<file path="src/rtl/core/chkm_pkg.sv">
// Package for the click/hold key macro block: action and source codes,
// register indexes, and the state, configuration and result records.
// No dependencies.
`default_nettype none

package chkm_pkg;

	// Action codes in the click_action and hold_action registers.
	// Codes 5 to 7 are unused and do nothing.
	typedef enum logic [2:0] {
		ACT_NONE    = 3'd0,
		ACT_KEY     = 3'd1,
		ACT_PIN     = 3'd2,
		ACT_PATTERN = 3'd3,
		ACT_TOGGLE  = 3'd4
	} action_t;

	// Where the keys of the running sequence come from.
	typedef enum logic [1:0] {
		SRC_CLICK = 2'd0,
		SRC_HOLD  = 2'd1,
		SRC_PIN   = 2'd2
	} src_t;

	// LED request codes.
	localparam logic [1:0] LED_NONE    = 2'd0;
	localparam logic [1:0] LED_PATTERN = 2'd1;
	localparam logic [1:0] LED_LIGHTS  = 2'd2;

	// Key code that reports a released key.
	localparam logic [7:0] KEY_RELEASE = 8'd0;

	// Configuration register indexes.
	localparam int unsigned REG_IDX_W = 3;
	localparam logic [REG_IDX_W-1:0] REG_CLICK_ACTION = 3'd0;
	localparam logic [REG_IDX_W-1:0] REG_CLICK_KEY    = 3'd1;
	localparam logic [REG_IDX_W-1:0] REG_HOLD_ACTION  = 3'd2;
	localparam logic [REG_IDX_W-1:0] REG_HOLD_KEY     = 3'd3;
	localparam logic [REG_IDX_W-1:0] REG_PIN_CODE     = 3'd4;
	localparam logic [REG_IDX_W-1:0] REG_KEY_GAP      = 3'd5;
	localparam logic [REG_IDX_W-1:0] REG_HOLD_TIME    = 3'd6;

	localparam logic [7:0]  KEY_GAP_RST   = 8'd30;
	localparam logic [15:0] HOLD_TIME_RST = 16'd500;

	typedef struct packed {
		logic [2:0]  click_action;
		logic [7:0]  click_key;
		logic [2:0]  hold_action;
		logic [7:0]  hold_key;
		logic [31:0] pin_code;
		logic [7:0]  key_gap;
		logic [15:0] hold_time;
	} cfg_t;

	typedef struct packed {
		logic [7:0]  gap_count;
		logic [15:0] held_ticks;
		logic        last_level;
		src_t        seq_source;
		logic [2:0]  seq_length;
		logic [2:0]  seq_position;
		logic        release_pending;
	} state_t;

	typedef struct packed {
		logic       report_made;
		logic [7:0] key_code;
		logic [1:0] led_request;
	} result_t;

	localparam cfg_t CFG_RST = '{
		click_action: ACT_NONE,
		click_key:    8'd0,
		hold_action:  ACT_NONE,
		hold_key:     8'd0,
		pin_code:     32'd0,
		key_gap:      KEY_GAP_RST,
		hold_time:    HOLD_TIME_RST
	};

	localparam state_t STATE_RST = '{
		gap_count:       8'd0,
		held_ticks:      16'd0,
		last_level:      1'b0,
		seq_source:      SRC_CLICK,
		seq_length:      3'd0,
		seq_position:    3'd0,
		release_pending: 1'b0
	};

endpackage

`default_nettype wire

</file>
<file path="src/rtl/core/click_hold_key_macro.sv">
// Top level of the click/hold key macro: configuration registers, state
// registers and the result register. Depends on chkm_pkg and chkm_step.
`default_nettype none

// Usage
// The input channel (in_valid/in_ready) carries one item per frame tick
// (cmd 0, with the button level) or per report poll (cmd 1). Every item
// yields exactly one result item on the output channel (out_valid/out_ready):
// report_made, key_code and led_request.
// The block updates its state in the cycle an item is accepted and places
// the result in an output register, so the result is valid in the cycle after
// acceptance. A new item is accepted every cycle while the receiver keeps
// up: in_ready is high whenever the output register is empty or being
// emptied in the same cycle. When the receiver stalls, the result holds
// and in_ready drops until the result is taken.
// The configuration channel (cfg_valid/cfg_ready, cfg_index, cfg_data) is
// always ready and writes one register per accepted write; indexes beyond
// the register list are ignored. Write it only while the block is idle.
// Reset clears the sequence, hold and gap state, sets key_gap to 30 and
// hold_time to 500, and empties the output register.
// PIN_DIGITS sets how many bytes of pin_code the pin action types.
module click_hold_key_macro
	import chkm_pkg::*;
#(
	parameter int unsigned PIN_DIGITS = 4
) (
	input  wire                 clk,
	input  wire                 arst_n,
	input  wire                 in_valid,
	output logic                in_ready,
	input  wire                 cmd,
	input  wire                 button_level,
	output logic                out_valid,
	input  wire                 out_ready,
	output logic                report_made,
	output logic [7:0]          key_code,
	output logic [1:0]          led_request,
	input  wire                 cfg_valid,
	output logic                cfg_ready,
	input  wire [REG_IDX_W-1:0] cfg_index,
	input  wire [31:0]          cfg_data
);

	localparam logic [2:0] PinLen = 3'(PIN_DIGITS);

	cfg_t    cfg_q;
	state_t  st_q;
	state_t  st_next;
	result_t res;
	result_t res_q;
	logic    res_valid_q;
	logic    in_fire;

	assign cfg_ready = 1'b1;
	assign in_ready  = !res_valid_q || out_ready;
	assign in_fire   = in_valid && in_ready;

	// Configuration registers.
	always_ff @(posedge clk or negedge arst_n) begin
		if (!arst_n) begin
			cfg_q <= CFG_RST;
		end else if (cfg_valid && cfg_ready) begin
			case (cfg_index)
				REG_CLICK_ACTION: cfg_q.click_action <= cfg_data[2:0];
				REG_CLICK_KEY:    cfg_q.click_key    <= cfg_data[7:0];
				REG_HOLD_ACTION:  cfg_q.hold_action  <= cfg_data[2:0];
				REG_HOLD_KEY:     cfg_q.hold_key     <= cfg_data[7:0];
				REG_PIN_CODE:     cfg_q.pin_code     <= cfg_data;
				REG_KEY_GAP:      cfg_q.key_gap      <= cfg_data[7:0];
				REG_HOLD_TIME:    cfg_q.hold_time    <= cfg_data[15:0];
				default:          ;
			endcase
		end
	end

	// All of the per-item work happens in one pass of this logic.
	chkm_step #(
		.PIN_LEN (PinLen)
	) u_step (
		.cfg          (cfg_q),
		.st           (st_q),
		.cmd          (cmd),
		.button_level (button_level),
		.st_next      (st_next),
		.res          (res)
	);

	always_ff @(posedge clk or negedge arst_n) begin
		if (!arst_n) begin
			st_q        <= STATE_RST;
			res_valid_q <= 1'b0;
		end else begin
			if (in_fire) begin
				st_q <= st_next;
			end
			if (in_fire) begin
				res_valid_q <= 1'b1;
			end else if (out_ready) begin
				res_valid_q <= 1'b0;
			end
		end
	end

	// The result payload needs no reset; it is qualified by res_valid_q.
	always_ff @(posedge clk) begin
		if (in_fire) begin
			res_q <= res;
		end
	end

	assign out_valid   = res_valid_q;
	assign report_made = res_q.report_made;
	assign key_code    = res_q.key_code;
	assign led_request = res_q.led_request;

	// Every accepted item leaves a result in the output register.
	a_result_follows: assert property (@(posedge clk) disable iff (!arst_n)
		in_fire |=> out_valid)
		else $error("accepted item produced no result");

	// A poll while the gap countdown runs never yields a report.
	a_gap_blocks_poll: assert property (@(posedge clk) disable iff (!arst_n)
		in_fire && cmd && (st_q.gap_count != 8'd0) |=> !report_made)
		else $error("report made while gap countdown was running");

	// An owed release is reported first, as a released key.
	a_release_first: assert property (@(posedge clk) disable iff (!arst_n)
		in_fire && cmd && (st_q.gap_count == 8'd0) && st_q.release_pending
		|=> report_made && (key_code == KEY_RELEASE))
		else $error("owed key release was not reported");

	// Polls never raise an LED request.
	a_poll_no_led: assert property (@(posedge clk) disable iff (!arst_n)
		in_fire && cmd |=> led_request == LED_NONE)
		else $error("led request raised on a poll");

endmodule

`default_nettype wire

</file>
<file path="src/rtl/core/chkm_step.sv">
// Next-state and result logic of the click/hold key macro for one item.
// Purely combinational; depends on chkm_pkg.
`default_nettype none

module chkm_step
	import chkm_pkg::*;
#(
	parameter logic [2:0] PIN_LEN = 3'd4
) (
	input  var cfg_t    cfg,
	input  var state_t  st,
	input  wire         cmd,
	input  wire         button_level,
	output var state_t  st_next,
	output var result_t res
);

	logic       below_hold;
	logic       fire_hold;
	logic       fire_click;
	logic [2:0] act;
	src_t       key_src;
	logic [7:0] seq_key;

	assign below_hold = st.held_ticks < cfg.hold_time;
	// The hold fires on the tick at which the count reaches hold_time.
	assign fire_hold  = (cmd == 1'b0) && button_level && st.last_level && below_hold
		&& ((st.held_ticks + 16'd1) >= cfg.hold_time);
	assign fire_click = (cmd == 1'b0) && !button_level && st.last_level && below_hold;
	assign act        = fire_hold ? cfg.hold_action : cfg.click_action;
	assign key_src    = fire_hold ? SRC_HOLD : SRC_CLICK;

	always_comb begin
		case (st.seq_source)
			SRC_CLICK: seq_key = cfg.click_key;
			SRC_HOLD:  seq_key = cfg.hold_key;
			default:   seq_key = cfg.pin_code[{st.seq_position[1:0], 3'b000} +: 8];
		endcase
	end

	always_comb begin
		st_next = st;
		res     = '{report_made: 1'b0, key_code: KEY_RELEASE, led_request: LED_NONE};
		if (cmd == 1'b0) begin
			if (st.gap_count != 8'd0) begin
				st_next.gap_count = st.gap_count - 8'd1;
			end
			if (button_level && !st.last_level) begin
				st_next.held_ticks = 16'd0;
			end else if (button_level && st.last_level && below_hold) begin
				st_next.held_ticks = st.held_ticks + 16'd1;
			end
			st_next.last_level = button_level;
			if (fire_hold || fire_click) begin
				case (act)
					ACT_KEY: begin
						st_next.seq_source   = key_src;
						st_next.seq_length   = 3'd1;
						st_next.seq_position = 3'd0;
					end
					ACT_PIN: begin
						st_next.seq_source   = SRC_PIN;
						st_next.seq_length   = PIN_LEN;
						st_next.seq_position = 3'd0;
					end
					ACT_PATTERN: res.led_request = LED_PATTERN;
					ACT_TOGGLE:  res.led_request = LED_LIGHTS;
					default:     ;
				endcase
			end
		end else if (st.gap_count == 8'd0) begin
			// An owed release always goes out before the next key press.
			if (st.release_pending) begin
				st_next.release_pending = 1'b0;
				st_next.gap_count       = cfg.key_gap;
				res.report_made         = 1'b1;
			end else if (st.seq_position < st.seq_length) begin
				st_next.gap_count       = cfg.key_gap;
				st_next.seq_position    = st.seq_position + 3'd1;
				st_next.release_pending = 1'b1;
				res.report_made         = 1'b1;
				res.key_code            = seq_key;
			end
		end
	end

endmodule

`default_nettype wire

</file>
<file path="config.mk">
export PLATFORM = sky130hd
export DESIGN_NAME = click_hold_key_macro
export DESIGN_NICKNAME = d
export VERILOG_FILES = /design/src/rtl/core/chkm_pkg.sv /design/src/rtl/core/click_hold_key_macro.sv /design/src/rtl/core/chkm_step.sv
export SDC_FILE = /design/constraint.sdc
export NUM_CORES = 1
export LEC_CHECK = 0
export BUFFER_PORTS_ARGS = -buffer_cell sky130_fd_sc_hd__buf_2
export CAP_MARGIN = 0
export CORE_MARGIN = 2
export CORE_UTILIZATION = 41
export DETAILED_ROUTE_END_ITERATION = 16
export HOLD_SLACK_MARGIN = 0.05
export PLACE_DENSITY_LB_ADDON = 0.08
export SYNTH_ARGS = -nofsm -noshare
export SYNTH_HDL_FRONTEND = slang
export SYNTH_HIERARCHICAL = 1
export SYNTH_SLANG_ARGS = --single-unit
</file>
<file path="constraint.sdc">
create_clock -name clk -period 4.9 [get_ports clk]
set_input_delay 0.98 -clock clk [delete_from_list [all_inputs] [get_ports clk]]
set_output_delay 0.98 -clock clk [all_outputs]
set_load 0.02 [all_outputs]
</file>
Yosys cells after proc, flatten, opt, wreduce, memory -nomap -nowiden
Index checks and enable logic that the tools add are counted.
{"block": "op_classes", "n_bitwise": 4, "n_lt_le_gt_ge": 3, "n_mux": 22, "n_reduce_logical": 42, "add_sub_neg": 3, "shifts": 1, "n_eq_ne": 15}
{"cell": "2-to-1 mux 8 bit", "count": 5}
{"cell": "2-to-1 mux 16 bit", "count": 2}
{"cell": "one-hot mux 8 bit (2 select lines)", "count": 2}
{"cell": "indexed part select 32 x 6 -> 8 bit", "count": 1}
{"cell": "AND reduction 2 bit", "count": 9}
{"cell": "adder 16 x 1 -> 16 bit, second input constant", "count": 1}
{"cell": ">= comparator 16 bit", "count": 1}
{"cell": "< comparator 16 bit", "count": 1}
{"cell": "== test 3 x 2 -> 1 bit, second input constant", "count": 4}
{"cell": "== test 3 bit, second input constant", "count": 4}
{"cell": "2-to-1 mux 3 bit", "count": 4}
{"cell": "logical AND 1 bit", "count": 11}
{"cell": "nonzero test 2 bit", "count": 5}
{"cell": "2-to-1 mux 9 bit", "count": 1}
{"cell": "logical NOT 8 bit", "count": 1}
{"cell": "2-to-1 mux 4 bit", "count": 2}
{"cell": "AND reduction 4 bit", "count": 2}
{"cell": "nonzero test 8 bit", "count": 1}
{"cell": "subtractor 8 x 1 -> 8 bit, second input constant", "count": 1}
{"cell": "== test 3 x 1 -> 1 bit, second input constant", "count": 2}
{"cell": "AND reduction 3 bit", "count": 2}
{"cell": "AND reduction 6 bit", "count": 1}
{"cell": "2-to-1 mux 1 bit", "count": 5}
{"cell": "inequality test 2 x 1 -> 1 bit, second input constant", "count": 2}
{"cell": "14 further kinds", "count": 20}
{"block": "totals", "register_bits": 124, "wordCells": 108, "input_bits": 42}

Logic depth before layout (Yosys ltp)
{"block": "depth", "depth_word": 10, "mapped_depth": 14, "mapped_depth_nobuf": 13}

By module
The synthesis kept the hierarchy.
{"mod": "click_hold_key_macro", "seq_area_each_um2": 3170.5, "instances": 1, "area_each_um2": 4613.2, "cells_per_inst": 260}
{"mod": "chkm_step", "seq_area_each_um2": 0.0, "instances": 1, "area_each_um2": 2622.5, "cells_per_inst": 383}

Worst setup path after synthesis
OpenSTA, ideal clock, no wires.
{"block": "synth_timing", "path_kind": "flip-flop to flip-flop", "startpoint": "register st_q[10] (netlist name)", "endpoint": "register st_q[3] (netlist name)", "setup_time_ns": 0.125, "path_stages_with_launch": 14, "t_required_ns": 4.775, "n_path_buf": 0, "setup_slack_ns": 1.508, "t_arrival_ns": 3.267, "path_cell_list": "dfrtp_1 > ha_1 > and3_2 > nand4_1 > or2_2 > xnor2_1 > ha_1 > nand4_1 > nor4_1 > a311oi_1 > a211o_1 > a21oi_1 > o21ai_0 > mux2_2"}
{"block": "synth_between", "elab_chain_cells": 7, "word_cells_on_any_way": 13, "classes_between": "add/sub (1); order compare (2); eq/ne (2); mux (1); reduce/logical (7)"}
{"item": "start: declaration", "line_no": "click_hold_key_macro.sv:47", "text": "state_t st_q;"}
{"item": "start signal: assignment", "line_no": "click_hold_key_macro.sv:94", "text": "st_q <= st_next;"}
{"item": "adder 16 x 1 -> 16 bit or < comparator 16 bit (tied branches)", "line_no": "chkm_step.sv:28, chkm_step.sv:25"}
{"item": ">= comparator 16 bit or logical AND 1 bit (tied branches)", "line_no": "chkm_step.sv:28, chkm_step.sv:27"}
{"item": "logical AND 1 bit", "line_no": "chkm_step.sv:28", "text": "&& ((st.held_ticks + 16'd1) >= cfg.hold_time);"}
{"item": "2-to-1 mux 3 bit", "line_no": "chkm_step.sv:30", "text": "assign act = fire_hold ? cfg.hold_action : cfg.click_action;"}
{"item": "== test 3 x 1 -> 1 bit or == test 3 x 2 -> 1 bit (tied branches)", "line_no": "chkm_step.sv:55", "text": "case (act)"}
{"item": "nonzero test 3 bit (no source line)"}
{"item": "AND reduction 6 bit (no source line) (*)"}
Mark *: on every way between the ends. The rest lies on a longest branch, timed or not.
A chain may end at the register's enable or synchronous reset.

Worst setup path in the final report
Ends and elaborated chain as after synthesis.

==> flow_metrics.py <==
metrics = {
    "clocking": {
        "cts_resized": 0,
        "clock-root-buffer": "clkbuf_16",
        "clk_pin_slew_ns": 0.06,
        "postCtsSetupBuffers": 0,
        "cts_buffer_depth": 2,
        "clk_latency_ns": 0.42,
        "htree_levels": 4,
        "cts_hold_buffers": 0,
        "cts_sinks": 124,
        "cts_tree": "done",
        "cts_made_buffers": 17,
    },
    "floorplan": {
        "fp.coreArea_sq_um": 17300,
        "io-pin-count": 56,
        "die_h_um": 137,
        "dieArea_sq_um": 18700,
        "rows": 48,
        "fp.dieW_um": 137,
        "initial_core_util": 0.418,
    },
    "detailed_routing": {
        "vias": 5176,
        "drt-total-wl_um": 17700,
        "first_pass_iters": 5,
        "drt_iter0_drc": 292,
        "vias_per_cell": 5.59,
        "drtAntennaViolNets": 0,
        "drc": 0,
        "wl_per_cell_um": 19.1,
    },
    "global_routing": {
        "grt_pass1_wl_um": 28700,
        "grt_pass1_vias": 5197,
        "grt_overflow": 0,
        "antenna_found_initial": 0,
        "grt_max_degree": 43,
        "grtUsageTotal": 0.204,
    },
    "place": {
        "dp_hpwl_um": 12400,
        "dpl_cell_area_sq_um": 7630,
        "dp.cells": 894,
        "io_buffers": 54,
        "gp_congestion": 0.810,
        "pre_cts_ws_ns": 1.01,
    },
    "logic_synthesis": {
        "synth.distinct_cells": 65,
        "synth_common_cells": "111 x mux2_2, 103 x dfrtp_1, 45 x nand2_1",
        "synthSimpleGateAreaFrac": 0.132,
        "ys_warn_count": 6,
        "muxShareOfSynthArea": 0.219,
        "synth_cells": 643,
        "synth.most_common_cell": "mux2_2",
        "ys.flop_type": "dfrtp_1",
        "synth_top_family_by_area": "multiplexers",
        "synth_top_area_frac": 0.356,
        "netlist_area_sq_um": 7240,
        "synthAdderAreaFrac": 0.0657,
        "yosysSeqAreaShare": 0.438,
        "ys_top_cells_by_area": "dfrtp_1 36%, mux2_2 17%, ha_1 6.6%, edfxtp_1 4.6%, dfstp_2 3.6%",
        "syn_nets": 723,
        "synth-edff-count": 11,
        "avgSynthCellArea_sq_um": 11.3,
        "synth-xor-area-share": 0.0206,
        "synthArstFlopShare": 0.911,
        "synth_compound_area_frac": 0.0813,
        "synth_area_leader_cell": "dfrtp_1",
        "yosys_register_bits": 124,
    },
    "timing": {
        "hold_viol_final": 0,
        "grt_setup_unrepaired": "no",
        "relSlewSlack": 0.283,
        "setup_viol": 0,
        "period_minus_slack_ns": 3.97,
        "setup_ws_ns": 0.933,
        "worst_pin_slew_ns": 1.07,
        "fmax_mhz": 252,
        "fin_skew_ns": 0.0108,
        "fin_setup_tns_ns": 0,
        "drv_slew": 0,
        "finalCritPeriodShare": 0.810,
    },
    "layout": {
        "utilization": 0.474,
        "drive_above_1_share": 0.340,
        "nets": 768,
        "fin_area_sq_um": 8190,
        "instances_no_fill": 926,
        "n_antenna_cell": 0,
        "syn2layout_area_growth_pct": 13.2,
    },
    "power": {
        "seq_power_share": 0.420,
        "leakagePower_nw": 3.73,
        "power.density_nw_per_um2": 440,
        "p_sw_frac": 0.323,
        "pwr-share-clk": 0.334,
        "comb_power_share": 0.246,
        "power.internal_w": 0.00244,
        "p_switching_w": 0.00116,
        "irDropWorstVdd_mv": 0.253,
    },
    "setup_path": {
        "crit_arrival_ns": 4.27,
        "crit_fanout": 9,
        "worstSetupStartpointType": "flip-flop",
        "critPathKind": "reg2reg",
        "end_kind": "flip-flop",
        "worstPathRequired_ns": 5.20,
    },
    "status": {
        "status": "complete, no violations",
    },
    "job": {
        "cap_viol_max_count": 0,
    },
    "hold_path": {
        "hp-class": "reg2reg",
    },
}
## through the flow
| step | hold WS (ns) | total power, W |
|---|---|---|
| 3_5_place_dp | 0.475 | 0.00242 |
| 5_1_grt | 0.505 | 0.00383 |
| 4_1_cts | 0.489 | 0.00365 |
| 6_report | 0.486 | 0.00361 |
| 3_3_place_gp | 0.468 | 0.00239 |
| 2_1_floorplan | 0.453 | 0.00215 |
## flip-flops by register name, indices dropped and copies added, names as in the netlist
name	flops
key_code	8
cfg_q	78
out_valid	1
st_q	34
report_made	1
led_request	2
## metal layers
| layer | wire (um) | global-route usage | share of wire |
|---|---|---|---|
| met1 | 8230 | 0.279 | 0.46 |
| met2 | 8480 | 0.331 | 0.48 |
| met3 | 833 | 0.0393 | 0.047 |
| met4 | 178 | 0.0573 | 0.010 |
| met5 | 0 | 0 | 0 |
## final timing paths
check,from,to,slack (ns),cells after the start
max in group asynchronous,arst_n,cfg_q[5],3.38,2
max reg2reg,st_q[10],st_q[3],0.93,13
min in group asynchronous,arst_n,st_q[16],0.55,1
min,cfg_q[29],cfg_q[29],0.49,1
max,st_q[10],st_q[3],0.93,13
min reg2reg,cfg_q[29],cfg_q[29],0.49,1
## layout make-up
class,count,area (sq um)
Fill cell,1647,9100
Clock buffer,17,425
Timing Repair Buffer,59,310
Multi-Input combinational cell,458,3760
Tap cell,225,282
Clock inverter,15,138
Sequential cell,124,3170
Inverter,28,105
## cells in the final DEF (no fill, tap or decap), drive strengths merged, types with 16 or more instances in the layout
cell / count
dfrtp: 103
nand2: 45
nor2: 40
inv: 34
nand3: 23
nor3: 16
ha: 38
a21oi: 32
buf: 59
mux2: 113
clkbuf: 17
## power groups by stage
stage | Combinational, W | Clock, W | Sequential (W)
floorplan | 0.000737 | 0 | 0.00141
global placement | 0.000867 | 0 | 0.00152
detailed placement | 0.000885 | 0 | 0.00154
CTS | 0.000892 | 0.00124 | 0.00152
global route | 0.000992 | 0.00128 | 0.00156
finish | 0.000888 | 0.00120 | 0.00151
## cell families (layout without fill, tap and decap cells)
logic type                 Yosys count  in the layout
muxes                              134            134
buffers and inverters               61            119
and+or+nand+nor                    178            178
adders and majority gates           38             38
AOI/OAI and AO/OA                   90             90
xor gates and xnor gates            17             17
other                                1              1
DFF                                124            124
## worst max-delay path, cell delays in order (launching register included)
cell	delay, ns
dfrtp_1	0.51
ha_1	0.30
and3_2	0.26
nand4_1	0.26
or2_2	0.42
xnor2_1	0.14
ha_1	0.28
nand4_1	0.15
nor4_1	0.31
a311oi_1	0.19
a211o_1	0.30
a21oi_1	0.30
o21ai_0	0.15
mux2_2	0.28
Note: power is estimated with default switching activity, not from simulation.
